--- config.mk ---
export PLATFORM = sky130hd
export DESIGN_NAME = bc_block_alpha_decoder_top
export DESIGN_NICKNAME = d
export VERILOG_FILES = /design/src/sv/bcad_pkg.sv /design/src/sv/bcad_palette.sv /design/src/sv/bcad_lane.sv /design/src/sv/bc_block_alpha_decoder_top.sv
export SDC_FILE = /design/constraint.sdc
export NUM_CORES = 2
export LEC_CHECK = 0
export BUFFER_PORTS_ARGS = -buffer_cell sky130_fd_sc_hd__buf_2
export CAP_MARGIN = 20
export CORE_MARGIN = 10
export CORE_UTILIZATION = 41
export CTS_CLUSTER_DIAMETER = 100
export CTS_CLUSTER_SIZE = 28
export DETAILED_ROUTE_END_ITERATION = 6
export HOLD_SLACK_MARGIN = 0.1
export PLACE_DENSITY = 0.63
export SLEW_MARGIN = 40
export SYNTH_ARGS = -nofsm -noshare
export SYNTH_HDL_FRONTEND = slang
export SYNTH_SLANG_ARGS = --single-unit
--- constraint.sdc ---
create_clock -name clk -period 12.9 [get_ports clk]
set_clock_uncertainty 0.2 [all_clocks]
set_input_delay 0.645 -clock clk [delete_from_list [all_inputs] [get_ports clk]]
set_output_delay 0.645 -clock clk [all_outputs]
set_load 0.05 [all_outputs]
--- src/sv/bcad_pkg.sv ---
`timescale 1ns / 1ps
// ----------------------------------------------------------------------------
// bcad_pkg
// Shared types and constants for the BC2/BC3 alpha block decoder.
// ----------------------------------------------------------------------------
package bcad_pkg;

  localparam int NUM_TEXELS  = 16;
  localparam int HALF_TEXELS = NUM_TEXELS / 2;
  localparam int PAL_ENTRIES = 8;
  localparam int ALPHA_W     = 8;
  localparam int NIBBLE_W    = 4;
  localparam int INDEX_W     = 3;
  localparam int BLOCK_W     = 64;
  localparam int INDEX_BASE  = 16;

  // Reciprocals for truncating division: q = (x * RECIP) >> RECIP_SHIFT.
  // Exact for x <= 7*255 (divide by 7) and x <= 5*255 (divide by 5).
  localparam int RECIP_SHIFT = 16;
  localparam logic [13:0] RECIP7 = 14'd9363;
  localparam logic [13:0] RECIP5 = 14'd13108;

  typedef logic [1:0] func_t;
  localparam func_t FUNC_BC2    = 2'd0;
  localparam func_t FUNC_BC3    = 2'd1;
  localparam func_t FUNC_OPAQUE = 2'd2;

  typedef logic [ALPHA_W-1:0]                alpha_t;
  typedef alpha_t [PAL_ENTRIES-1:0]          pal_t;
  typedef logic [BLOCK_W-1:0]                block_t;

  localparam alpha_t ALPHA_OPAQUE = 8'hFF;
  localparam alpha_t ALPHA_CLEAR  = 8'h00;

  // Per-texel selection inputs handed to one lane.
  typedef struct packed {
    func_t                func;
    logic [NIBBLE_W-1:0]  nibble;
    logic [INDEX_W-1:0]   index;
  } lane_in_t;

endpackage

--- src/sv/bcad_palette.sv ---
`timescale 1ns / 1ps
// ----------------------------------------------------------------------------
// bcad_palette
// Two-stage BC3 palette builder: weighted endpoint sums, then reciprocal divide.
// ----------------------------------------------------------------------------
module bcad_palette (
  input  logic             clk,
  input  logic             adv,
  input  bcad_pkg::block_t block_bits,
  output bcad_pkg::pal_t   pal
);
  import bcad_pkg::*;

  logic [7:0]  e0, e1;
  logic [10:0] sum7_nxt [1:6];
  logic [10:0] sum7_r   [1:6];
  logic [10:0] sum5_nxt [1:4];
  logic [10:0] sum5_r   [1:4];
  logic        gt_r;
  alpha_t      e0_r, e1_r;
  pal_t        pal_nxt, pal_r;

  assign e0 = block_bits[7:0];
  assign e1 = block_bits[15:8];

  // Stage A: weighted sums for both interpolation modes.
  always_comb begin
    for (int i = 1; i <= 6; i++) begin
      sum7_nxt[i] = 11'(e0) * 11'(7 - i) + 11'(e1) * 11'(i);
    end
    for (int i = 1; i <= 4; i++) begin
      sum5_nxt[i] = 11'(e0) * 11'(5 - i) + 11'(e1) * 11'(i);
    end
  end

  always_ff @(posedge clk) begin
    if (adv) begin
      sum7_r <= sum7_nxt;
      sum5_r <= sum5_nxt;
      gt_r   <= e0 > e1;
      e0_r   <= e0;
      e1_r   <= e1;
    end
  end

  // Stage B: divide by 7 or 5 via reciprocal multiply, then pick the mode.
  always_comb begin
    logic [24:0] p7;
    logic [24:0] p5;
    pal_nxt    = '0;
    pal_nxt[0] = e0_r;
    pal_nxt[1] = e1_r;
    for (int i = 1; i <= 6; i++) begin
      p7 = sum7_r[i] * RECIP7;
      p5 = (i <= 4) ? sum5_r[i] * RECIP5 : '0;
      if (gt_r) begin
        pal_nxt[i + 1] = p7[RECIP_SHIFT +: ALPHA_W];
      end else if (i <= 4) begin
        pal_nxt[i + 1] = p5[RECIP_SHIFT +: ALPHA_W];
      end else if (i == 5) begin
        pal_nxt[i + 1] = ALPHA_CLEAR;
      end else begin
        pal_nxt[i + 1] = ALPHA_OPAQUE;
      end
    end
  end

  always_ff @(posedge clk) begin
    if (adv) begin
      pal_r <= pal_nxt;
    end
  end

  assign pal = pal_r;

endmodule

--- src/sv/bcad_lane.sv ---
`timescale 1ns / 1ps
// ----------------------------------------------------------------------------
// bcad_lane
// One texel lane: expand a BC2 nibble, look up the BC3 palette, or go opaque.
// ----------------------------------------------------------------------------
module bcad_lane (
  input  bcad_pkg::lane_in_t lane_in,
  input  bcad_pkg::pal_t     pal,
  output bcad_pkg::alpha_t   alpha
);
  import bcad_pkg::*;

  always_comb begin
    unique case (lane_in.func)
      FUNC_BC2: alpha = {lane_in.nibble, lane_in.nibble};  // nibble * 17
      FUNC_BC3: alpha = pal[lane_in.index];
      default:  alpha = ALPHA_OPAQUE;
    endcase
  end

endmodule

--- src/sv/bc_block_alpha_decoder_top.sv ---
`timescale 1ns / 1ps
// ----------------------------------------------------------------------------
// bc_block_alpha_decoder_top
// BC2/BC3 alpha block decoder: one 64-bit block in, sixteen 8-bit alphas out.
// ----------------------------------------------------------------------------
//
//  Channel | Ports                                   | Direction
//  --------+-----------------------------------------+----------
//  in      | in_valid, in_stall, in_func, in_block_bits | block in
//  out     | out_valid, out_stall, out_alphas_*         | alphas out
//
// Throughput is one block per cycle unless a result in the output register is
// held by out_stall. The path is input register, palette sum stage, palette
// divide stage, then sixteen select lanes merged into the output register.
// The whole pipeline advances together whenever the output register is empty
// or its transaction completes; in_stall is high only while a result sits in
// the output register under out_stall.
// Reset (rst_n low, synchronous) clears every stage valid; data regs keep
// whatever they held and are ignored until refilled.
// ----------------------------------------------------------------------------
module bc_block_alpha_decoder_top (
  input  logic             clk,
  input  logic             rst_n,
  input  logic             in_valid,
  output logic             in_stall,
  input  bcad_pkg::func_t  in_func,
  input  bcad_pkg::block_t in_block_bits,
  output logic             out_valid,
  input  logic             out_stall,
  output logic [63:0]      out_alphas_first_half,
  output logic [63:0]      out_alphas_second_half
);
  import bcad_pkg::*;

  // Pipeline advance: output slot free or being drained this cycle.
  logic adv;

  // Stage valids (control, reset) and their payloads (no reset).
  logic   v1_r, v2_r, v3_r, out_valid_r;
  func_t  func1_r, func2_r, func3_r;
  block_t bits1_r, bits2_r, bits3_r;
  pal_t   pal;

  lane_in_t lane_in [NUM_TEXELS];
  alpha_t   alpha   [NUM_TEXELS];
  logic [63:0] first_nxt, second_nxt, first_r, second_r;

  assign adv      = !out_valid_r || !out_stall;
  assign in_stall = !adv;

  // Advance the valid chain; a bubble moves through like a transaction.
  always_ff @(posedge clk) begin
    if (!rst_n) begin
      v1_r        <= 1'b0;
      v2_r        <= 1'b0;
      v3_r        <= 1'b0;
      out_valid_r <= 1'b0;
    end else if (adv) begin
      v1_r        <= in_valid;
      v2_r        <= v1_r;
      v3_r        <= v2_r;
      out_valid_r <= v3_r;
    end
  end

  // Carry the selector and raw block alongside the palette stages.
  always_ff @(posedge clk) begin
    if (adv) begin
      func1_r <= in_func;
      bits1_r <= in_block_bits;
      func2_r <= func1_r;
      bits2_r <= bits1_r;
      func3_r <= func2_r;
      bits3_r <= bits2_r;
    end
  end

  // Palette is ready two stages after the input register, aligned with stage 3.
  bcad_palette u_palette (
    .clk        (clk),
    .adv        (adv),
    .block_bits (bits1_r),
    .pal        (pal)
  );

  // Sixteen lanes work side by side on the texels of the stage-3 block.
  for (genvar t = 0; t < NUM_TEXELS; t++) begin : g_lane
    assign lane_in[t].func   = func3_r;
    assign lane_in[t].nibble = bits3_r[NIBBLE_W*t +: NIBBLE_W];
    assign lane_in[t].index  = bits3_r[INDEX_BASE + INDEX_W*t +: INDEX_W];

    bcad_lane u_lane (
      .lane_in (lane_in[t]),
      .pal     (pal),
      .alpha   (alpha[t])
    );
  end

  // Merge: pack lane results into the two result halves, row order.
  always_comb begin
    for (int t = 0; t < HALF_TEXELS; t++) begin
      first_nxt[ALPHA_W*t +: ALPHA_W]  = alpha[t];
      second_nxt[ALPHA_W*t +: ALPHA_W] = alpha[t + HALF_TEXELS];
    end
  end

  // Output register: hold while stalled, load on advance.
  always_ff @(posedge clk) begin
    if (adv) begin
      first_r  <= first_nxt;
      second_r <= second_nxt;
    end
  end

  assign out_valid              = out_valid_r;
  assign out_alphas_first_half  = first_r;
  assign out_alphas_second_half = second_r;

endmodule

==> impl_metrics.toml <==
[synth]
synth_top_area_cell = "edfxtp_1"
synthMuxAreaShare = 0.153
synth_top_family_by_area = "adder cells"
netlist.area_leader.share = 0.302
synthTopCellsByArea = "edfxtp_1 30%, ha_1 22%, mux4_2 12%"
netlist_instances = 3913
synth-main-ff-cell = "edfxtp_1"
yosysWarnings = 0
syn_area_per_cell_um2 = 12.0
async_reset_ff_frac = 0
ys_ff_latch = 475
yosys.cell_types.count = 74
synth_fa_ha_area_frac = 0.326
synth_nets = 5048
synth-edff-count = 471
synth_compound_area_frac = 0.0662
yosys.area_share.xor_xnor = 0.0292
synth_area_mm2 = 0.0468
ys_seq_area_frac = 0.304
yosys.area_share.simple = 0.0541

[clocking]
cts-root-buf = "clkbuf_16"
cts_buffers = 29
cts-resized-gates = 0
clockBufferDepth = 3
htree_levels = 1
cts_tree = "yes"
clock_sinks = 475
clk-insertion-delay-late_ns = 0.67
clk_pin_slew_worst_paths_ns = 0.10

[sta]
maxSlewViolCount = 0
setup_viol = 0
fin_tns_setup_ns = 0
period_minus_slack_ns = 5.37
fin_crit_sh = 0.416
rsz0062_at_grt = "false"
max_freq_mhz = 186
slew_headroom = 0.357
finalHoldViolCount = 0
worstMarginPinSlew_ns = 0.965

[worst_setup_path]
cp-end-kind = "flop"
crit_arrival_ns = 5.54
cp.required_ns = 13.07
crit_fanout = 5
critPathLaunchType = "flop"
critPathKind = "reg2reg"

[global_route]
antenna_found_initial = 3
grt_pass1_wl_um = 185000
grt_max_degree = 129
overflow = 0
grtUsageTotal = 0.185
grt_pass1_vias = 31687

[detailed_routing]
viasPerCell = 5.48
dr_total_vias = 30739
wl_per_cell_um = 21.1
dr.pass1.iters = 5
post-route-drc-count = 0
routed_wl_um = 118000
antenna_left = 0
drt_iter0_drc = 2591

[die]
die_h_um = 358
io_pins = 200
num_rows = 123
start_util = 0.414
die_area_mm2 = 0.128
core_mm2 = 0.113
die_w_um = 358

[place]
dp_hpwl_um = 89700
place_congestion = 0.871
dpl_cell_area_mm2 = 0.0495
portBuffers = 199

[final_layout]
area_delta_synth_final_pct = 9.84
fill_cells = 10361
final_area_mm2 = 0.0514
drive_gt1_frac = 0.176
finalNetCount = 5224

[job]
cap_violations = 0

[status]
status = "finished, final reports clean"

[worst_hold_path]
hold_path.class = "reg2reg"
-- per-stage QoR --
stage                     setup slack [ns]   util  cells  hold WS [ns]
final                                 7.53  0.455   5609         0.207
after detailed placement              7.50  0.439   5484         0.205
after floorplan                       3.44      -   3913         0.200
after global routing                  7.08  0.455   5607         0.215
after global placement                7.64  0.435   5453         0.201
after CTS                             7.49  0.454   5601         0.215
-- cells in the mapped netlist (4+ instances only) --
master and count:
clkbuf_1 136, o21ai_1 6, nand4_1 13, xor2_1 47
and2_1 9, nor2_1 145, ha_1 809, nand3_1 26
edfxtp_1 471, fa_1 256, and3_1 11, xnor2_1 109
nand2_1 66, a21o_1 52, a21oi_1 243, o21bai_1 43
a21boi_0 5, o21ai_0 49, nor2b_1 14, o31ai_1 4
buf_1 20, inv_1 646, a31oi_1 7, or2_2 136
or3_1 9, dfxtp_1 4, nor3_1 26, mux4_2 256
a211o_1 8, buf_2 32, o211ai_1 7, o21a_1 17
nand2b_1 15, a211oi_1 15, nor4_1 4, mux2i_1 136
-- worst max-delay path: stages (launching register included) --
cell,delay [ns]
edfxtp_1,0.51
ha_1,0.38
ha_1,0.32
inv_1,0.06
fa_1,0.53
inv_1,0.06
fa_1,0.54
inv_1,0.06
fa_1,0.51
inv_1,0.04
ha_1,0.19
nor3_1,0.27
o211ai_1,0.20
a21oi_1,0.22
o31ai_1,0.15
o41ai_1,0.45
o21bai_1,0.13
xnor2_1,0.17
mux2i_1,0.10
-- layout by cell type, fill, tap and decap left out, drive strengths merged, types with 13 or more instances in the layout --
cell / n
buf: 265
mux2i: 136
ha: 809
mux4: 256
nor2b: 14
nand4: 13
nor3: 27
o21a: 17
xor2: 47
o21ai: 55
dlygate4sd3: 68
nand3: 26
nor2: 145
nand2: 66
edfxtp: 471
a21oi: 244
nand2b: 15
a211oi: 16
clkbuf: 29
o21bai: 43
a21o: 53
fa: 256
or2: 137
inv: 659
xnor2: 109
-- path summary, 6_finish.rpt --
path | start | end | slack (ns) | cells after the start
max | u_palette.sum5_r[24]$_DFFE_PN_ | u_palette.pal[31]$_DFFE_PN_ | 7.53 | 18
max reg2reg | u_palette.sum5_r[24]$_DFFE_PN_ | u_palette.pal[31]$_DFFE_PN_ | 7.53 | 18
min | bits2_r[54]$_DFFE_PN_ | bits3_r[54]$_DFFE_PN_ | 0.21 | 0
min reg2reg | bits2_r[54]$_DFFE_PN_ | bits3_r[54]$_DFFE_PN_ | 0.21 | 0
-- registers in the layout, summed over array words and instances, names as in the netlist --
name	cells
bits1_r	64
bits2_r	64
bits3_r	64
out_alphas_first_half	64
out_alphas_second_half	64
u_palette.sum7_r	58
u_palette.pal	48
u_palette.sum5_r	38
func1_r	2
func2_r	2
func3_r	2
out_valid	1
u_palette.gt_r	1
v1_r	1
v2_r	1
v3_r	1
-- layer usage --
metal,track usage,share of wire,up-vias
li1,-,-,14262
met1,0.255,0.44,14985
met2,0.295,0.45,1246
met3,0.0328,0.086,246
met4,0.0531,0.033,0
met5,0,0,-
-- logic make-up after synthesis --
family	Yosys count
and+or+nand+nor	493
DFF	475
buffers and inverters	834
AOI/OAI and AO/OA	497
muxes	393
xor gates and xnor gates	156
adders and majority gates	1065
-- repair_timing --
action / CTS / global route
hold endpoints to repair: 70 / 0
hold buffers: 68 / 0
buffers inserted: 0 / 0
endpoints found under the setup margin: 0 / 0
-- layout make-up --
class,count,area [um2],share of cell area
Clock buffer,29,726,0.0141
Clock inverter,20,342,0.00665
Inverter,646,2420,0.0472
Antenna cell,2,5.00,0.0000974
Timing Repair Buffer,333,2380,0.0464
Sequential cell,475,14200,0.277
Multi-Input combinational cell,2604,29400,0.572
Tap cell,1500,1880,0.0365
Power is left out: the tool's default activity adds up to more than one toggle a clock period on the data nets, which glitch-free logic cannot reach.
